[config.mk]
export PLATFORM = sky130hd
export DESIGN_NAME = rgb_to_hsv_converter_flat
export DESIGN_NICKNAME = d
export VERILOG_FILES = /design/src/rtl/rgbhsv_pkg.sv /design/src/rtl/rgbhsv_if.sv /design/src/rtl/rgbhsv_front.sv /design/src/rtl/rgbhsv_cell.sv /design/src/rtl/rgbhsv_back.sv /design/src/rtl/rgb_to_hsv_converter.sv /design/src/flat_wrapper.sv
export VERILOG_INCLUDE_DIRS = /design/src /design/src/rtl
export SDC_FILE = /design/constraint.sdc
export NUM_CORES = 1
export LEC_CHECK = 0
export BUFFER_PORTS_ARGS = -buffer_cell sky130_fd_sc_hd__buf_4
export CAP_MARGIN = 20
export CORE_ASPECT_RATIO = 1.1
export CORE_MARGIN = 3
export CORE_UTILIZATION = 60
export CTS_CLUSTER_SIZE = 14
export DETAILED_ROUTE_END_ITERATION = 7
export PLACE_DENSITY_LB_ADDON = 0.08
export SLEW_MARGIN = 20
export SYNTH_ARGS = -nofsm -noshare
export SYNTH_HDL_FRONTEND = slang
export SYNTH_SLANG_ARGS = --single-unit
[constraint.sdc]
create_clock -name i_clk -period 19.95 [get_ports i_clk]
set_clock_uncertainty 0.05 [all_clocks]
set_input_delay 1.995 -clock i_clk [delete_from_list [all_inputs] [get_ports i_clk]]
set_output_delay 1.995 -clock i_clk [all_outputs]
set_load 0.05 [all_outputs]
[src/rtl/rgb_to_hsv_converter_defines.svh]
// assertion macros for the rgb to hsv converter
// no dependencies; taken in by the files that carry assertions
`ifndef RGB_TO_HSV_CONVERTER_DEFINES_SVH
`define RGB_TO_HSV_CONVERTER_DEFINES_SVH

`ifndef ASSERT_OFF

`define RGBHSV_ASSERT(lbl, clk, rst_n, prop, msg) \
    lbl: assert property (@(posedge clk) disable iff (!rst_n) prop) else $error(msg);

`define RGBHSV_ASSERT_IMPLY(lbl, clk, rst_n, ante, cons, msg) \
    `RGBHSV_ASSERT(lbl, clk, rst_n, (ante) |-> (cons), msg)

`define RGBHSV_ASSERT_NEXT(lbl, clk, rst_n, ante, cons, msg) \
    `RGBHSV_ASSERT(lbl, clk, rst_n, (ante) |=> (cons), msg)

`else

`define RGBHSV_ASSERT(lbl, clk, rst_n, prop, msg)
`define RGBHSV_ASSERT_IMPLY(lbl, clk, rst_n, ante, cons, msg)
`define RGBHSV_ASSERT_NEXT(lbl, clk, rst_n, ante, cons, msg)

`endif

`endif

[src/rtl/rgbhsv_pkg.sv]
// shared widths, constants and pipeline types of the rgb to hsv converter
// no dependencies
`timescale 1ns / 1ps

package rgbhsv_pkg;

    localparam int CH_W       = 8;
    localparam int PIX_W      = 3 * CH_W;
    localparam int QUO_W      = CH_W + 1;       // hue quotient reaches 256
    localparam int NUM_W      = 2 * CH_W;       // dividend width
    localparam int HUE_W      = 11;
    localparam int HUE_SECTOR = 256;
    localparam int HUE_TURN   = 1536;

    localparam logic [HUE_W-1:0] BASE_RED   = HUE_W'(0);
    localparam logic [HUE_W-1:0] BASE_GREEN = HUE_W'(2 * HUE_SECTOR);
    localparam logic [HUE_W-1:0] BASE_BLUE  = HUE_W'(4 * HUE_SECTOR);

    typedef enum logic [1:0] {
        SECT_RED,
        SECT_GREEN,
        SECT_BLUE
    } t_sector;

    // one restoring divider lane: partial remainder, dividend bits still to
    // shift in, divisor and quotient bits so far
    typedef struct packed {
        logic [CH_W-1:0]  rem;
        logic [QUO_W-1:0] low;
        logic [CH_W-1:0]  div;
        logic [QUO_W-1:0] quo;
    } t_div_lane;

    typedef struct packed {
        t_sector         sector;
        logic            neg;
        logic            grey;
        logic            black;
        logic [CH_W-1:0] brightness;
    } t_side;

    typedef struct packed {
        t_div_lane sat;
        t_div_lane hue;
        t_side     side;
    } t_cell_data;

endpackage

[src/rtl/rgbhsv_if.sv]
// stream interfaces for pixels in and hsv results out
// depends on rgbhsv_pkg
`timescale 1ns / 1ps

interface rgbhsv_in_if;
    logic                       valid;
    logic                       ready;
    logic [rgbhsv_pkg::PIX_W-1:0] pixel_rgb;

    modport source (output valid, output pixel_rgb, input ready);
    modport sink   (input valid, input pixel_rgb, output ready);
endinterface

interface rgbhsv_out_if;
    logic                       valid;
    logic                       ready;
    logic [rgbhsv_pkg::HUE_W-1:0] hue;
    logic [rgbhsv_pkg::CH_W-1:0]  saturation;
    logic [rgbhsv_pkg::CH_W-1:0]  brightness;

    modport source (output valid, output hue, output saturation, output brightness,
                    input ready);
    modport sink   (input valid, input hue, input saturation, input brightness,
                    output ready);
endinterface

[src/rtl/rgbhsv_front.sv]
// front stage: max, min, sector, hue difference and both dividends
// depends on rgbhsv_pkg
`timescale 1ns / 1ps

module rgbhsv_front (
    input  logic                         i_clk,
    input  logic                         i_rst_n,
    input  logic                         i_en,
    input  logic                         i_valid,
    input  logic [rgbhsv_pkg::PIX_W-1:0] i_pixel_rgb,
    output logic                         o_valid,
    output rgbhsv_pkg::t_cell_data       o_data
);
    import rgbhsv_pkg::*;

    logic [CH_W-1:0]  red, green, blue;
    logic [CH_W-1:0]  mx, mn, d, pa, pb, mag;
    logic [NUM_W-1:0] sat_num, hue_num;
    t_sector          sector;
    logic             neg;
    t_cell_data       n_data;
    t_cell_data       r_data;
    logic             r_valid;

    assign red   = i_pixel_rgb[PIX_W-1 -: CH_W];
    assign green = i_pixel_rgb[2*CH_W-1 -: CH_W];
    assign blue  = i_pixel_rgb[CH_W-1:0];

    always_comb begin
        mx = red;
        if (green > mx) mx = green;
        if (blue > mx) mx = blue;
        mn = red;
        if (green < mn) mn = green;
        if (blue < mn) mn = blue;
        d = mx - mn;

        // red wins ties, then green
        priority if (mx == red) begin
            sector = SECT_RED;
        end else if (mx == green) begin
            sector = SECT_GREEN;
        end else begin
            sector = SECT_BLUE;
        end

        unique case (sector)
            SECT_RED: begin
                pa = green;
                pb = blue;
            end
            SECT_GREEN: begin
                pa = blue;
                pb = red;
            end
            SECT_BLUE: begin
                pa = red;
                pb = green;
            end
            default: begin
                pa = '0;
                pb = '0;
            end
        endcase

        neg = pa < pb;
        mag = neg ? (pb - pa) : (pa - pb);

        // d*255 + max/2, and mag*256
        sat_num = {d, {CH_W{1'b0}}} - {{CH_W{1'b0}}, d} + {{(CH_W+1){1'b0}}, mx[CH_W-1:1]};
        hue_num = {mag, {CH_W{1'b0}}};

        // quotients stay below 2^QUO_W, so the upper dividend bits are below the divisor
        n_data.sat.rem = CH_W'(sat_num[NUM_W-1:QUO_W]);
        n_data.sat.low = sat_num[QUO_W-1:0];
        n_data.sat.div = mx;
        n_data.sat.quo = '0;
        n_data.hue.rem = CH_W'(hue_num[NUM_W-1:QUO_W]);
        n_data.hue.low = hue_num[QUO_W-1:0];
        n_data.hue.div = d;
        n_data.hue.quo = '0;

        n_data.side.sector     = sector;
        n_data.side.neg        = neg;
        n_data.side.grey       = (d == '0);
        n_data.side.black      = (mx == '0);
        n_data.side.brightness = mx;
    end

    always_ff @(posedge i_clk) begin
        if (!i_rst_n) begin
            r_valid <= 1'b0;
        end else if (i_en) begin
            r_valid <= i_valid;
        end
    end

    always_ff @(posedge i_clk) begin
        if (i_en) begin
            r_data <= n_data;
        end
    end

    assign o_valid = r_valid;
    assign o_data  = r_data;

endmodule

[src/rtl/rgbhsv_cell.sv]
// one divider cell: a quotient bit for the saturation and the hue lane
// depends on rgbhsv_pkg
`timescale 1ns / 1ps

module rgbhsv_cell (
    input  logic                   i_clk,
    input  logic                   i_rst_n,
    input  logic                   i_en,
    input  logic                   i_valid,
    input  rgbhsv_pkg::t_cell_data i_data,
    output logic                   o_valid,
    output rgbhsv_pkg::t_cell_data o_data
);
    import rgbhsv_pkg::*;

    t_cell_data n_data;
    t_cell_data r_data;
    logic       r_valid;

    // shift in the next dividend bit, subtract the divisor when it fits
    function automatic t_div_lane div_step(input t_div_lane lane);
        t_div_lane       res;
        logic [CH_W:0]   trial;
        logic [CH_W:0]   diff;
        logic            fits;
        trial = {lane.rem, lane.low[QUO_W-1]};
        diff  = trial - {1'b0, lane.div};
        fits  = trial >= {1'b0, lane.div};
        res.rem = fits ? diff[CH_W-1:0] : trial[CH_W-1:0];
        res.low = {lane.low[QUO_W-2:0], 1'b0};
        res.div = lane.div;
        res.quo = {lane.quo[QUO_W-2:0], fits};
        return res;
    endfunction

    always_comb begin
        n_data.sat  = div_step(i_data.sat);
        n_data.hue  = div_step(i_data.hue);
        n_data.side = i_data.side;
    end

    always_ff @(posedge i_clk) begin
        if (!i_rst_n) begin
            r_valid <= 1'b0;
        end else if (i_en) begin
            r_valid <= i_valid;
        end
    end

    always_ff @(posedge i_clk) begin
        if (i_en) begin
            r_data <= n_data;
        end
    end

    assign o_valid = r_valid;
    assign o_data  = r_data;

endmodule

[src/rtl/rgbhsv_back.sv]
// back stage: hue assembly and wrap, output register and skid buffer
// depends on rgbhsv_pkg, rgbhsv_if and the assertion macro header
`timescale 1ns / 1ps
`include "rgb_to_hsv_converter_defines.svh"

module rgbhsv_back (
    input  logic                   i_clk,
    input  logic                   i_rst_n,
    input  logic                   i_valid,
    input  rgbhsv_pkg::t_cell_data i_data,
    output logic                   o_en,
    rgbhsv_out_if.source           o_hsv
);
    import rgbhsv_pkg::*;

    typedef struct packed {
        logic [HUE_W-1:0] hue;
        logic [CH_W-1:0]  saturation;
        logic [CH_W-1:0]  brightness;
    } t_result;

    logic [HUE_W-1:0] base;
    logic [HUE_W:0]   sum;
    logic [HUE_W:0]   wrapped;
    t_result          n_out;
    t_result          r_out;
    t_result          r_skid;
    logic             r_valid;
    logic             r_skid_full;
    logic             en;

    assign en = !r_skid_full;

    always_comb begin
        unique case (i_data.side.sector)
            SECT_RED:   base = BASE_RED;
            SECT_GREEN: base = BASE_GREEN;
            SECT_BLUE:  base = BASE_BLUE;
            default:    base = BASE_RED;
        endcase

        if (i_data.side.neg) begin
            sum = {1'b0, base} - (HUE_W+1)'(i_data.hue.quo);
        end else begin
            sum = {1'b0, base} + (HUE_W+1)'(i_data.hue.quo);
        end

        // sum below zero wraps up one turn, at or above a turn wraps down
        if (sum[HUE_W]) begin
            wrapped = sum + (HUE_W+1)'(HUE_TURN);
        end else if (sum >= (HUE_W+1)'(HUE_TURN)) begin
            wrapped = sum - (HUE_W+1)'(HUE_TURN);
        end else begin
            wrapped = sum;
        end

        n_out.hue        = i_data.side.grey ? '0 : wrapped[HUE_W-1:0];
        n_out.saturation = i_data.side.black ? '0 : i_data.sat.quo[CH_W-1:0];
        n_out.brightness = i_data.side.brightness;
    end

    always_ff @(posedge i_clk) begin
        if (!i_rst_n) begin
            r_valid     <= 1'b0;
            r_skid_full <= 1'b0;
        end else begin
            if (en) begin
                r_valid <= i_valid;
            end
            if (r_skid_full) begin
                if (o_hsv.ready) begin
                    r_skid_full <= 1'b0;
                end
            end else if (r_valid && !o_hsv.ready) begin
                r_skid_full <= 1'b1;
            end
        end
    end

    always_ff @(posedge i_clk) begin
        if (en) begin
            r_out <= n_out;
        end
        if (!r_skid_full) begin
            r_skid <= r_out;
        end
    end

    assign o_en             = en;
    assign o_hsv.valid      = r_skid_full || r_valid;
    assign o_hsv.hue        = r_skid_full ? r_skid.hue : r_out.hue;
    assign o_hsv.saturation = r_skid_full ? r_skid.saturation : r_out.saturation;
    assign o_hsv.brightness = r_skid_full ? r_skid.brightness : r_out.brightness;

    `RGBHSV_ASSERT_NEXT(a_stalled_result_kept, i_clk, i_rst_n,
        r_valid && !o_hsv.ready && !r_skid_full, r_skid_full, "stalled result was dropped")
    `RGBHSV_ASSERT_IMPLY(a_hue_in_turn, i_clk, i_rst_n,
        o_hsv.valid, o_hsv.hue < (HUE_W+1)'(HUE_TURN), "hue outside one turn")
    `RGBHSV_ASSERT_IMPLY(a_black_is_grey, i_clk, i_rst_n,
        o_hsv.valid && o_hsv.brightness == '0,
        o_hsv.saturation == '0 && o_hsv.hue == '0, "black pixel with hue or saturation")
    `RGBHSV_ASSERT_IMPLY(a_unsaturated_no_hue, i_clk, i_rst_n,
        o_hsv.valid && o_hsv.saturation == '0, o_hsv.hue == '0, "grey pixel with hue")

endmodule

[src/rtl/rgb_to_hsv_converter.sv]
// top level of the rgb to hsv converter: front stage, divider cell chain, back stage
// depends on rgbhsv_pkg, rgbhsv_if, rgbhsv_front, rgbhsv_cell and rgbhsv_back
`timescale 1ns / 1ps

// Converts one packed 24-bit RGB pixel per clock into hue (0..1535, 256 steps per
// 60-degree sector), saturation (0..255) and value (the largest channel). The block
// takes a pixel every cycle while the result side keeps up. Each result is registered
// in the front stage after max/min and the dividends, then in each of a chain of nine
// divider cells that each resolve one quotient bit of the saturation and the hue
// division, and last in the back stage after hue assembly. A two-entry
// output stage lets the last result wait while the input still takes a pixel; a
// stall on the output stops the whole pipeline only once that stage is full.
module rgb_to_hsv_converter (
    input  logic          i_clk,
    input  logic          i_rst_n,
    rgbhsv_in_if.sink     i_pix,
    rgbhsv_out_if.source  o_hsv
);
    import rgbhsv_pkg::*;

    t_cell_data chain_data  [QUO_W+1];
    logic       chain_valid [QUO_W+1];
    logic       en;

    assign i_pix.ready = en;

    rgbhsv_front u_front (
        .i_clk       (i_clk),
        .i_rst_n     (i_rst_n),
        .i_en        (en),
        .i_valid     (i_pix.valid),
        .i_pixel_rgb (i_pix.pixel_rgb),
        .o_valid     (chain_valid[0]),
        .o_data      (chain_data[0])
    );

    for (genvar k = 0; k < QUO_W; k++) begin : g_cell
        rgbhsv_cell u_cell (
            .i_clk   (i_clk),
            .i_rst_n (i_rst_n),
            .i_en    (en),
            .i_valid (chain_valid[k]),
            .i_data  (chain_data[k]),
            .o_valid (chain_valid[k+1]),
            .o_data  (chain_data[k+1])
        );
    end

    rgbhsv_back u_back (
        .i_clk   (i_clk),
        .i_rst_n (i_rst_n),
        .i_valid (chain_valid[QUO_W]),
        .i_data  (chain_data[QUO_W]),
        .o_en    (en),
        .o_hsv   (o_hsv)
    );

endmodule
[src/flat_wrapper.sv]
// flat-port wrapper written by rule: the top's interface ports become plain ports
module rgb_to_hsv_converter_flat import rgbhsv_pkg::*;
  (i_clk, i_rst_n, i_pix_valid, i_pix_pixel_rgb, i_pix_ready, o_hsv_valid, o_hsv_hue, o_hsv_saturation, o_hsv_brightness, o_hsv_ready);
  rgbhsv_in_if i_pix_i ();
  rgbhsv_out_if o_hsv_i ();
  input  logic i_clk;
  input  logic i_rst_n;
  input wire logic [$bits(i_pix_i.valid)-1:0] i_pix_valid;
  input wire logic [$bits(i_pix_i.pixel_rgb)-1:0] i_pix_pixel_rgb;
  output wire logic [$bits(i_pix_i.ready)-1:0] i_pix_ready;
  output wire logic [$bits(o_hsv_i.valid)-1:0] o_hsv_valid;
  output wire logic [$bits(o_hsv_i.hue)-1:0] o_hsv_hue;
  output wire logic [$bits(o_hsv_i.saturation)-1:0] o_hsv_saturation;
  output wire logic [$bits(o_hsv_i.brightness)-1:0] o_hsv_brightness;
  input wire logic [$bits(o_hsv_i.ready)-1:0] o_hsv_ready;
  assign i_pix_i.valid = i_pix_valid;
  assign i_pix_i.pixel_rgb = i_pix_pixel_rgb;
  assign i_pix_ready = i_pix_i.ready;
  assign o_hsv_valid = o_hsv_i.valid;
  assign o_hsv_hue = o_hsv_i.hue;
  assign o_hsv_saturation = o_hsv_i.saturation;
  assign o_hsv_brightness = o_hsv_i.brightness;
  assign o_hsv_i.ready = o_hsv_ready;
  rgb_to_hsv_converter u_core (.i_clk(i_clk), .i_rst_n(i_rst_n), .i_pix(i_pix_i), .o_hsv(o_hsv_i));
endmodule
==> results of run 1 <==
==> synth_stat cells, drive strengths merged, types with 3 or more instances <==
| cell | count | area (um2) |
|---|---|---|
| a21o | 43 | 323 |
| nand2b | 52 | 325 |
| nor2b | 75 | 469 |
| edfxtp | 525 | 15800 |
| dfxtp | 12 | 240 |
| a211oi | 4 | 30.0 |
| o21a | 27 | 203 |
| xnor2 | 68 | 596 |
| o22ai | 3 | 18.8 |
| mux2 | 38 | 428 |
| clkbuf | 34 | 128 |
| and4 | 4 | 35.0 |
| o2111ai | 3 | 26.3 |
| nand3 | 21 | 105 |
| buf | 10 | 65.1 |
| xor2 | 45 | 394 |
| a221o | 3 | 30.0 |
| a221oi | 3 | 32.5 |
| or3 | 7 | 43.8 |
| nor4 | 7 | 56.3 |
| o211a | 16 | 160 |
| o31ai | 33 | 262 |
| mux2i | 54 | 548 |
| o21ai | 193 | 966 |
| nor3 | 15 | 80.1 |
| nand2 | 142 | 533 |
| or4 | 16 | 120 |
| nand4 | 31 | 209 |
| and2 | 35 | 219 |
| nor2 | 107 | 404 |
| a31oi | 5 | 31.3 |
| a21oi | 65 | 333 |
| ha | 195 | 2440 |
| o211ai | 8 | 60.1 |
| inv | 231 | 867 |
| fa | 18 | 360 |
| or2 | 6 | 37.5 |
==> state kept, by name, indices dropped and copies added, names as in the netlist <==
signal,count
u_core.u_front.o_data,45
u_core.u_back.r_out,27
u_core.g_cell.u_cell.o_valid,9
u_core.u_back.r_skid_full,1
u_core.u_front.o_valid,1
u_core.g_cell.u_cell.o_data,426
u_core.u_back.r_valid,1
u_core.u_back.r_skid,27
==> area by class of cell <==
| cell class | count | area [um2] | area share [%] |
|---|---|---|---|
| clock buffers | 59 | 1350 | 4.48 |
| clock inverters | 40 | 427 | 1.42 |
| flip-flops and latches | 537 | 16000 | 53.2 |
| multi-input cells | 1378 | 10200 | 34.0 |
| repair buffers | 64 | 484 | 1.61 |
| well taps | 581 | 727 | 2.41 |
| inverters | 231 | 875 | 2.90 |
==> through the flow <==
stage / util (%) / instances / setup WS (ps) / total power (W)
floorplan: - / 2190 / 6900 / 0.00369
global placement: 63.4 / 2791 / 9390 / 0.00409
detailed placement: 63.4 / 2791 / 9140 / 0.00419
CTS: 67.4 / 2890 / 9770 / 0.00522
global route: 67.4 / 2890 / 8940 / 0.00559
finish: 67.4 / 2890 / 9740 / 0.00518
==> routing by layer <==
layer,global-route usage [%],share of wire [%]
met3,3.26,3.7
met1,22.2,40
met4,8.62,4.5
met2,36.0,52
met5,0,0
==> power breakdown <==
group          internal [W]  switching [W]
clock              0.000582       0.000417
sequential          0.00191       0.000220
combinational      0.000888        0.00117
==> kinds of logic (layout without fill, tap and decap cells) <==
family / Yosys count / after routing / share of synthesized area, %
xor+xnor: 113 / 113 / 3.63
compound gates: 433 / 433 / 9.99
buf+inv: 275 / 394 / 3.88
fa+ha+maj: 214 / 214 / 10.3
mux: 92 / 92 / 3.58
simple gates: 526 / 526 / 9.99
flops: 537 / 537 / 58.6
==> worst reg2reg max path: stages (launching register included) <==
cell and delay [ps]:
sky130_fd_sc_hd__dfxtp_2 630, sky130_fd_sc_hd__inv_8 680, sky130_fd_sc_hd__buf_4 990, sky130_fd_sc_hd__buf_4 950
==> worst paths after layout <==
path | endpoint | slack (ps)
worst max-delay path | u_core.u_front.o_data[43] | 9740
worst min-delay path | u_core.g_cell[5].u_cell.o_data[48] | 350
worst max register to register | u_core.g_cell[1].u_cell.o_data[25] | 16220
worst min register to register | u_core.g_cell[5].u_cell.o_data[48] | 350
==> impl_results.rst, run 1 <==
.. list-table::
   :header-rows: 1

   * - Metric
     - Value
   * - Peak clock frequency supported by timing
     - roughly 98 MHz
   * - Cells on worst reg2reg path
     - 3
   * - Warnings, synthesis
     - 0
   * - Post-layout min period
     - 10210 ps
   * - Worst min-delay path startpoint
     - u_core.g_cell[4].u_cell.o_data[47]
   * - Crit path depth
     - 35
   * - Cell variety after synth
     - 79
   * - Period Utilization, post-route
     - about 50%
   * - Most common library cell in the layout ignoring fill and taps
     - sky130_fd_sc_hd__edfxtp_1
   * - Overall routing resource usage
     - between 10% and 20%
   * - Final Net Count
     - approximately 2500
   * - Deepest clock path buffer count
     - 3
   * - Row count
     - slightly above 80
   * - Unrepaired setup endpoints after global routing
     - false
   * - Wirelength per Cell
     - ~16 um
   * - Area growth from synthesis to layout
     - 10.3%
   * - Die height
     - ~230 um
   * - Initial standard-cell utilization of the core
     - around 61%
   * - Power density of the placed cells
     - ~170 nW/um2
   * - Clock latency of the later-clocked register in the worst-skew pair
     - about 600 ps
   * - Die width
     - ~210 um
   * - Number of setup buffers added after CTS
     - 0
   * - Max-capacitance violation count
     - 0
   * - Placer's final routability congestion estimate
     - between 0.8 and 0.9
   * - Crit-path slowest cell
     - sky130_fd_sc_hd__o21ai_1
   * - Vias in the first global route
     - 16500
   * - Total number of vias
     - 16100
   * - Antenna violations before repair
     - 0
   * - Required time reported for the critical path endpoint
     - just over 20000 ps
   * - CTS sink count
     - about 540
   * - Critical path peak fanout
     - 18
   * - Global-route wire length before repair
     - roughly 77 mm
   * - Critical path buffer and inverter count
     - 4
   * - Number of synthesized flops with an enable pin
     - 525
   * - Post-synthesis register bit count
     - 537
   * - DRC violation total after the first TritonRoute iteration
     - 949
   * - Remaining antenna violation count
     - 0
   * - Worst setup SP type
     - input pin
   * - Detailed-router iteration count before antenna repair
     - 5
   * - Net Count, Synth
     - roughly 2400
   * - Final-report hold violation count
     - 0
   * - Share of post-route cells with drive strength above 1
     - a little under a tenth
   * - Total CTS buffers
     - 53
   * - Pin count of the biggest net entering global routing
     - roughly 120
   * - Reg clk slew, reported paths
     - 60 ps
   * - Resized cells post-CTS
     - 0
   * - Mean cell area of the mapped netlist
     - 12.5 um2
   * - CP Class
     - in -> reg
   * - Total leakage power
     - around 12 nW
   * - Post-layout instance area
     - around 30000 um2
   * - Crit. End Element
     - flip-flop
   * - Number of H-tree branching levels
     - 2
   * - RR Startpoint
     - u_core.u_back.r_skid_full
   * - Final max-slew violation count
     - 0
   * - Worst voltage drop across the vdd grid
     - around 0.00011 V
   * - Worst hold path type
     - reg -> reg
   * - Fillcell total
     - around 3200
   * - Flip-flop cell with the highest count after synthesis
     - sky130_fd_sc_hd__edfxtp_1
   * - Hold Slack
     - approximately 350 ps
   * - Top delay family on crit path
     - compound AO/OA/AOI/OAI gates
   * - Number of cells on the worst hold path
     - 0
   * - Clock Tree Root
     - sky130_fd_sc_hd__clkbuf_16
   * - WP data arrival
     - roughly 11000 ps
   * - Result of the run
     - complete, no violations
   * - Largest stage delay on the critical path
     - 610 ps
   * - Number of cells produced by synthesis
     - around 2200
   * - Clock tree from TritonCTS
     - done
   * - Hold buffers post-CTS
     - 0
   * - Post-synth ARST share
     - 0%
   * - Core Box Area
     - roughly 45000 um2
   * - Sequential share of the synthesized area
     - between 50 and 60%
   * - Final HPWL DP
     - between 30 and 40 mm
   * - Final global-route overflow total
     - 0
   * - Setup-failing EPs final
     - 0
   * - Total wire length
     - between 40 and 50 mm
   * - Total negative slack for setup checks
     - 0 ps
   * - Routed vias/inst
     - 5.58
   * - Cell area after placement
     - 28300 um2
   * - Most frequent cells in the layout
     - 525 x sky130_fd_sc_hd__edfxtp_1, 228 x sky130_fd_sc_hd__inv_1, 195 x sky130_fd_sc_hd__ha_1
   * - Antenna diode count
     - 0
   * - Total Die Area
     - 48100 um2
   * - Number of remaining DRC errors
     - 0
   * - Count of boundary I/O pins
     - 57
   * - Cell area after technology mapping
     - roughly 27000 um2
   * - Slew at the pin with the worst max-slew slack
     - approximately 1100 ps
   * - Worst setup path startpoint
     - i_pix_pixel_rgb[17]
   * - Tightest slew margin relative to the limit
     - between 20% and 30%
   * - Count of input and output buffers
     - 56
Power figures use the tool's default switching activity.
==> inputs of run 2 (changes only) <==
- clock period: 19.95 -> 9.65 ns (I/O delays scaled with it)
==> run 2 against run 1 <==
Net effect:
- clock power is 95% higher
- die area is the same
- worst hold slack better by 5.0 ps
- critical path depth increased by 1
- final area decreased by 0.10%
- critical path type unchanged
- largest power group unchanged
==> impl_results.rst, run 2 (same netlist as run 1, synthesis figures left out) <==
.. list-table::
   :header-rows: 1

   * - Metric
     - Value
   * - Result of the run
     - complete, no violations (unchanged)
   * - Sequential cell area
     - 16000 um2 (unchanged)
   * - Die height
     - 230 um (unchanged)
   * - CP Class
     - in -> reg (unchanged)
   * - DRC violation total after the first TritonRoute iteration
     - 934 (was 949)
   * - Deepest clock path buffer count
     - 3 (unchanged)
   * - Max-capacitance violation count
     - 0 (unchanged)
   * - Power density of the placed cells
     - 353 nW/um2 (was 172 nW/um2)
   * - Final global-route overflow total
     - 0 (unchanged)
   * - Clock tree from TritonCTS
     - done (unchanged)
   * - Slew at the pin with the worst max-slew slack
     - 996 ps (was 1060 ps)
   * - Worst setup SP type
     - input pin (unchanged)
   * - Reg clk slew, reported paths
     - 60 ps (about the same)
   * - Required time reported for the critical path endpoint
     - 9930 ps (was 20240 ps)
   * - Total CTS buffers
     - 52 (was 53)
   * - Worst path setup slack after routing
     - 1020 ps (was 9740 ps)
   * - Total leakage power
     - 12.4 nW (about the same)
   * - Period Utilization, post-route
     - 89.4%
   * - Fillcell total
     - 3268 (was 3249)
   * - Pin count of the biggest net entering global routing
     - 92 (was 121)
   * - Crit. End Element
     - flip-flop (unchanged)
   * - Antenna violations before repair
     - 0 (unchanged)
   * - Area growth from synthesis to layout
     - 10.2% (was 10.3%)
   * - Count of boundary I/O pins
     - 57 (unchanged)
   * - Routed vias/inst
     - 5.57 (was 5.58)
   * - CTS sink count
     - 537 (unchanged)
   * - Total Die Area
     - 48100 um2 (unchanged)
   * - Number of H-tree branching levels
     - 2 (unchanged)
   * - Unrepaired setup endpoints after global routing
     - false (unchanged)
   * - Peak clock frequency supported by timing
     - ~120 MHz
   * - Final Net Count
     - 2516 (was 2506)
   * - Largest stage delay on the critical path
     - 610 ps (about the same)
   * - Post-layout min period
     - between 8000 and 9000 ps
   * - Worst setup slack before clock tree synthesis
     - 506 ps (was 9140 ps)
   * - Number of remaining DRC errors
     - 0 (unchanged)
   * - Worst voltage drop across the vdd grid
     - 0.000232 V (was 0.000106 V)
   * - Total number of vias
     - 16100 (about the same)
   * - Placer's final routability congestion estimate
     - 0.896 (was 0.861)
   * - Clock latency of the later-clocked register in the worst-skew pair
     - 590 ps (was 600 ps)
   * - Tightest slew margin relative to the limit
     - 33.6% (was 29.3%)
   * - WP data arrival
     - 8910 ps (was 10500 ps)
   * - Crit-path slowest cell
     - sky130_fd_sc_hd__nor4_4 (was sky130_fd_sc_hd__o21ai_1)
   * - Antenna diode count
     - 0 (unchanged)
   * - Initial standard-cell utilization of the core
     - 61.1% (unchanged)
   * - Worst hold path type
     - reg -> reg (unchanged)
   * - Pwr Total
     - 0.0106 W (was 0.00518 W)
   * - Row count
     - 81 (unchanged)
   * - Overall routing resource usage
     - 19.3% (was 19.5%)
   * - Most frequent cells in the layout
     - 525 x sky130_fd_sc_hd__edfxtp_1, 228 x sky130_fd_sc_hd__inv_1, 195 x sky130_fd_sc_hd__ha_1 (unchanged)
   * - Final max-slew violation count
     - 0 (unchanged)
   * - Die width
     - 209 um (unchanged)
   * - Number of setup buffers added after CTS
     - 0 (unchanged)
   * - Wirelength per Cell
     - 16.0 um (about the same)
   * - Resized cells post-CTS
     - 0 (unchanged)
   * - Critical path peak fanout
     - 9 (was 18)
   * - Footprint of the multi-input gates
     - 10200 um2 (unchanged)
   * - Remaining antenna violation count
     - 0 (unchanged)
   * - Most common library cell in the layout ignoring fill and taps
     - sky130_fd_sc_hd__edfxtp_1 (unchanged)
   * - Final HPWL DP
     - 33.9 mm (was 33.1 mm)
   * - Count of input and output buffers
     - 56 (unchanged)
   * - Cell area after placement
     - 28400 um2 (was 28300 um2)
   * - Total wire length
     - 46.3 mm (about the same)
   * - Total negative slack for setup checks
     - 0 ps (unchanged)
   * - Detailed-router iteration count before antenna repair
     - 5 (unchanged)
   * - Global-route wire length before repair
     - 77.1 mm (was 77.3 mm)
   * - Hold buffers post-CTS
     - 0 (unchanged)
   * - Vias in the first global route
     - 16500 (about the same)
   * - Core Box Area
     - 44700 um2 (unchanged)
   * - Share of post-route cells with drive strength above 1
     - 9.15% (was 9.18%)
   * - Clock Tree Root
     - sky130_fd_sc_hd__clkbuf_16 (unchanged)
   * - Hold Slack
     - 356 ps (was 351 ps)
   * - Setup-failing EPs final
     - 0 (unchanged)
   * - Post-layout instance area
     - 30100 um2 (about the same)
   * - Final-report hold violation count
     - 0 (unchanged)
   * - Number of flip-flops under the largest register name
     - 426 (unchanged)
## run 2: worst max-delay path: cells and delay by family
kind	cells	cell delay, ps
mux	3	990
buf+inv	5	670
xor+xnor	2	250
fa+ha+maj	4	1230
compound gates	13	2200
simple gates	9	2580
## run 2: stage by stage
| stage | cells | utilization, % |
|---|---|---|
| after floorplan | 2190 | - |
| after global placement | 2802 | 63.6 |
| after detailed placement | 2802 | 63.6 |
| after CTS | 2899 | 67.3 |
| after global routing | 2899 | 67.3 |
| final | 2899 | 67.3 |
## run 2: final timing paths
| check | startpoint | end | slack (ps) | depth (start not counted) |
|---|---|---|---|---|
| hold / removal | u_core.g_cell[4].u_cell.o_data[47] | u_core.g_cell[5].u_cell.o_data[48] | 360 | 0 |
| setup reg to reg | u_core.u_back.r_skid_full | u_core.u_front.o_data[39] | 5550 | 5 |
| setup / recovery | i_pix_pixel_rgb[17] | u_core.u_front.o_data[43] | 1020 | 36 |
| hold reg to reg | u_core.g_cell[4].u_cell.o_data[47] | u_core.g_cell[5].u_cell.o_data[48] | 360 | 0 |
## run 2: final cells by class
| type | count | share of cell area, % |
|---|---|---|
| sequential | 537 | 53.2 |
| inverter | 231 | 2.89 |
| timing repair buffer | 75 | 1.88 |
| tap | 581 | 2.42 |
| clock inverter | 37 | 1.11 |
| clock buffer | 60 | 4.43 |
| multi-input combinational | 1378 | 34.1 |
## run 2: metal layers
metal / up-vias / share of wire [%] / GRT usage [%]
li1: 8128 / - / -
met1: 7654 / 40 / 22.0
met2: 266 / 52 / 35.9
met3: 100 / 3.6 / 3.38
met4: 0 / 3.8 / 7.60
met5: - / 0 / 0
## run 2: power by group
| part | switching [W] | internal [W] | total (W) |
|---|---|---|---|
| registers | 0.000451 | 0.00395 | 0.00440 |
| clock network | 0.000823 | 0.00113 | 0.00195 |
| logic | 0.00242 | 0.00185 | 0.00427 |
| total | 0.00370 | 0.00692 | 0.0106 |
==> inputs of run 3 (changes only) <==
- CTS_BUF_LIST: unset -> sky130_fd_sc_hd__clkbuf_16
==> run 3 against run 2 <==
Net effect:
- non-clock buffer count unchanged
- routed wire length increased by 0.13%
- critical path depth unchanged
- utilization unchanged
- critical endpoint unchanged
- count of clock-buffer cells in the layout decreased by 8
- critical path type unchanged
- die area unchanged
==> impl_results.rst, run 3 (same netlist as run 1, synthesis figures left out) <==
.. list-table::
   :header-rows: 1

   * - Metric
     - Value
   * - Result of the run
     - complete, no violations (unchanged)
   * - Required time reported for the critical path endpoint
     - 9930 ps (about the same)
   * - Final max-slew violation count
     - 0 (unchanged)
   * - Pin count of the biggest net entering global routing
     - 92 (unchanged)
   * - Top delay family on crit path
     - simple AND/OR/NAND/NOR gates (unchanged)
   * - Routed vias/inst
     - 5.57 (about the same)
   * - Unrepaired setup endpoints after global routing
     - false (unchanged)
   * - CTS sink count
     - 537 (unchanged)
   * - Fillcell total
     - 3268 (unchanged)
   * - Register-to-register path setup slack
     - 5570 ps (was 5550 ps)
   * - Final HPWL DP
     - 33.9 mm (unchanged)
   * - Peak clock frequency supported by timing
     - 115 MHz (was 116 MHz)
   * - Clock Tree Root
     - sky130_fd_sc_hd__clkbuf_16 (unchanged)
   * - Count of boundary I/O pins
     - 57 (unchanged)
   * - Crit. End Element
     - flip-flop (unchanged)
   * - Die height
     - 230 um (unchanged)
   * - Period Utilization, post-route
     - 89.8% (was 89.4%)
   * - Antenna diode count
     - 0 (unchanged)
   * - Number of H-tree branching levels
     - 2 (unchanged)
   * - Hold buffers post-CTS
     - 0 (unchanged)
   * - Resized cells post-CTS
     - 0 (unchanged)
   * - Clock latency of the later-clocked register in the worst-skew pair
     - 590 ps (about the same)
   * - Crit-path slowest cell
     - sky130_fd_sc_hd__nor4_4 (unchanged)
   * - Global-route wire length before repair
     - 77.1 mm (unchanged)
   * - Final-report hold violation count
     - 0 (unchanged)
   * - Max-capacitance violation count
     - 0 (unchanged)
   * - Hold Slack
     - 355 ps (was 356 ps)
   * - Share of post-route cells with drive strength above 1
     - 9.15% (unchanged)
   * - WP data arrival
     - 8950 ps (was 8910 ps)
   * - Core Box Area
     - 44700 um2 (unchanged)
   * - Total wire length
     - 46.3 mm (about the same)
   * - Total leakage power
     - 12.4 nW (about the same)
   * - Die width
     - 209 um (unchanged)
   * - Cells on worst reg2reg path
     - 5 (unchanged)
   * - RR Startpoint
     - u_core.u_back.r_skid_full (unchanged)
   * - Setup-failing EPs final
     - 0 (unchanged)
   * - R2r endpoint
     - u_core.u_front.o_data[39] (unchanged)
   * - Remaining antenna violation count
     - 0 (unchanged)
   * - Number of setup buffers added after CTS
     - 0 (unchanged)
   * - Initial standard-cell utilization of the core
     - 61.1% (unchanged)
   * - Worst hold path type
     - reg -> reg (unchanged)
   * - Most frequent cells in the layout
     - 525 x sky130_fd_sc_hd__edfxtp_1, 236 x sky130_fd_sc_hd__inv_1, 195 x sky130_fd_sc_hd__ha_1 (was 525 x sky130_fd_sc_hd__edfxtp_1, 228 x sky130_fd_sc_hd__inv_1, 195 x sky130_fd_sc_hd__ha_1)
   * - Antenna violations before repair
     - 0 (unchanged)
   * - Row count
     - 81 (unchanged)
   * - Reg clk slew, reported paths
     - 60 ps (about the same)
   * - Deepest clock path buffer count
     - 3 (unchanged)
   * - CP Class
     - in -> reg (unchanged)
   * - Total negative slack for setup checks
     - 0 ps (unchanged)
   * - Area growth from synthesis to layout
     - 10.2% (unchanged)
   * - Critical path buffer and inverter count
     - 5 (unchanged)
   * - Wirelength per Cell
     - 16.0 um (about the same)
   * - Critical path peak fanout
     - 9 (unchanged)
   * - Worst voltage drop across the vdd grid
     - 0.000232 V (about the same)
   * - Count of input and output buffers
     - 56 (unchanged)
   * - Overall routing resource usage
     - 19.3% (about the same)
   * - Number of remaining DRC errors
     - 0 (unchanged)
   * - Worst setup SP type
     - input pin (unchanged)
   * - Power density of the placed cells
     - 353 nW/um2 (about the same)
   * - Final global-route overflow total
     - 0 (unchanged)
   * - Tightest slew margin relative to the limit
     - 33.5% (was 33.6%)
   * - End point of the critical path
     - u_core.u_front.o_data[43] (unchanged)
   * - Total Die Area
     - 48100 um2 (unchanged)
   * - Worst setup path startpoint
     - i_pix_pixel_rgb[17] (unchanged)
   * - DRC violation total after the first TritonRoute iteration
     - 923 (was 934)
   * - Placer's final routability congestion estimate
     - 0.896 (unchanged)
   * - Crit path depth
     - 36 (unchanged)
   * - Slew at the pin with the worst max-slew slack
     - 998 ps (was 996 ps)
   * - Clock tree from TritonCTS
     - done (unchanged)
   * - Final Net Count
     - 2516 (unchanged)
   * - Number of flip-flops under the largest register name
     - 426 (unchanged)
   * - Detailed-router iteration count before antenna repair
     - 6 (was 5)
   * - Largest stage delay on the critical path
     - 610 ps (about the same)
   * - Total number of vias
     - 16200 (was 16100)
   * - Vias in the first global route
     - 16500 (about the same)
   * - Most common library cell in the layout ignoring fill and taps
     - sky130_fd_sc_hd__edfxtp_1 (unchanged)
   * - Post-layout min period
     - 8670 ps (was 8630 ps)
   * - Total CTS buffers
     - 52 (unchanged)
==> run 3: cell types whose count changed in the layout (fill, tap and decap cells not counted) <==
cell,previous run,this run
sky130_fd_sc_hd__clkbuf_1,8,0
sky130_fd_sc_hd__inv_1,228,236
==> run 3: final cells by class <==
| type | count | area [um2] | area share [%] |
|---|---|---|---|
| Sequential cell | 537 | 16000 | 53.2 |
| Multi-Input combinational cell | 1378 | 10200 | 34.1 |
| Clock buffer | 52 | 1300 | 4.33 |
| Inverter | 231 | 871 | 2.89 |
| Tap cell | 581 | 727 | 2.42 |
| Timing Repair Buffer | 75 | 567 | 1.88 |
| Clock inverter | 45 | 364 | 1.21 |
==> run 3: worst reg2reg max path: cells and delay by family, from the launching register on <==
kind | cells | cell delay, ps
buffers and inverters | 5 | 3290
DFF | 1 | 310
==> run 3: per-stage QoR <==
step                      area [um2]  utilization, %  setup slack, ps  std cells  power, W
final                          30100            67.3              984       2899    0.0106
after global routing           30100            67.3              346       2899    0.0115
after CTS                      30100            67.3             1100       2899    0.0107
after detailed placement       28400            63.6              506       2802   0.00868
after global placement         28400            63.6              666       2802   0.00847
after floorplan                27300               -              103       2190   0.00762
==> run 3: worst min-delay path by stage <==
stage	startpoint	to	slack (ps)	depth (start not counted)
2_1_floorplan	u_core.u_front.o_data[10]	u_core.g_cell[0].u_cell.o_data[10]	350	0
3_3_place_gp	u_core.g_cell[6].u_cell.o_data[12]	u_core.g_cell[7].u_cell.o_data[12]	350	0
3_5_place_dp	u_core.u_front.o_data[10]	u_core.g_cell[0].u_cell.o_data[10]	350	0
4_1_cts	u_core.g_cell[4].u_cell.o_data[47]	u_core.g_cell[5].u_cell.o_data[48]	360	0
5_1_grt	u_core.g_cell[4].u_cell.o_data[47]	u_core.g_cell[5].u_cell.o_data[48]	370	0
6_report	u_core.g_cell[4].u_cell.o_data[47]	u_core.g_cell[5].u_cell.o_data[48]	350	0
==> run 3: metal layers <==
layer / GRT usage (%) / wire [um] / up-vias
met5: 0 / 0 / -
met4: 7.60 / 1780 / 0
li1: - / - / 8127
met3: 3.38 / 1690 / 102
met1: 22.0 / 18700 / 7652
met2: 35.9 / 24100 / 277
==> run 3: report_power, final <==
group          leakage (nW)  total, W  internal, W  switching [W]
Combinational          5.97   0.00427      0.00185        0.00242
Clock                 0.842   0.00194      0.00112       0.000825
Sequential             5.62   0.00440      0.00395       0.000449
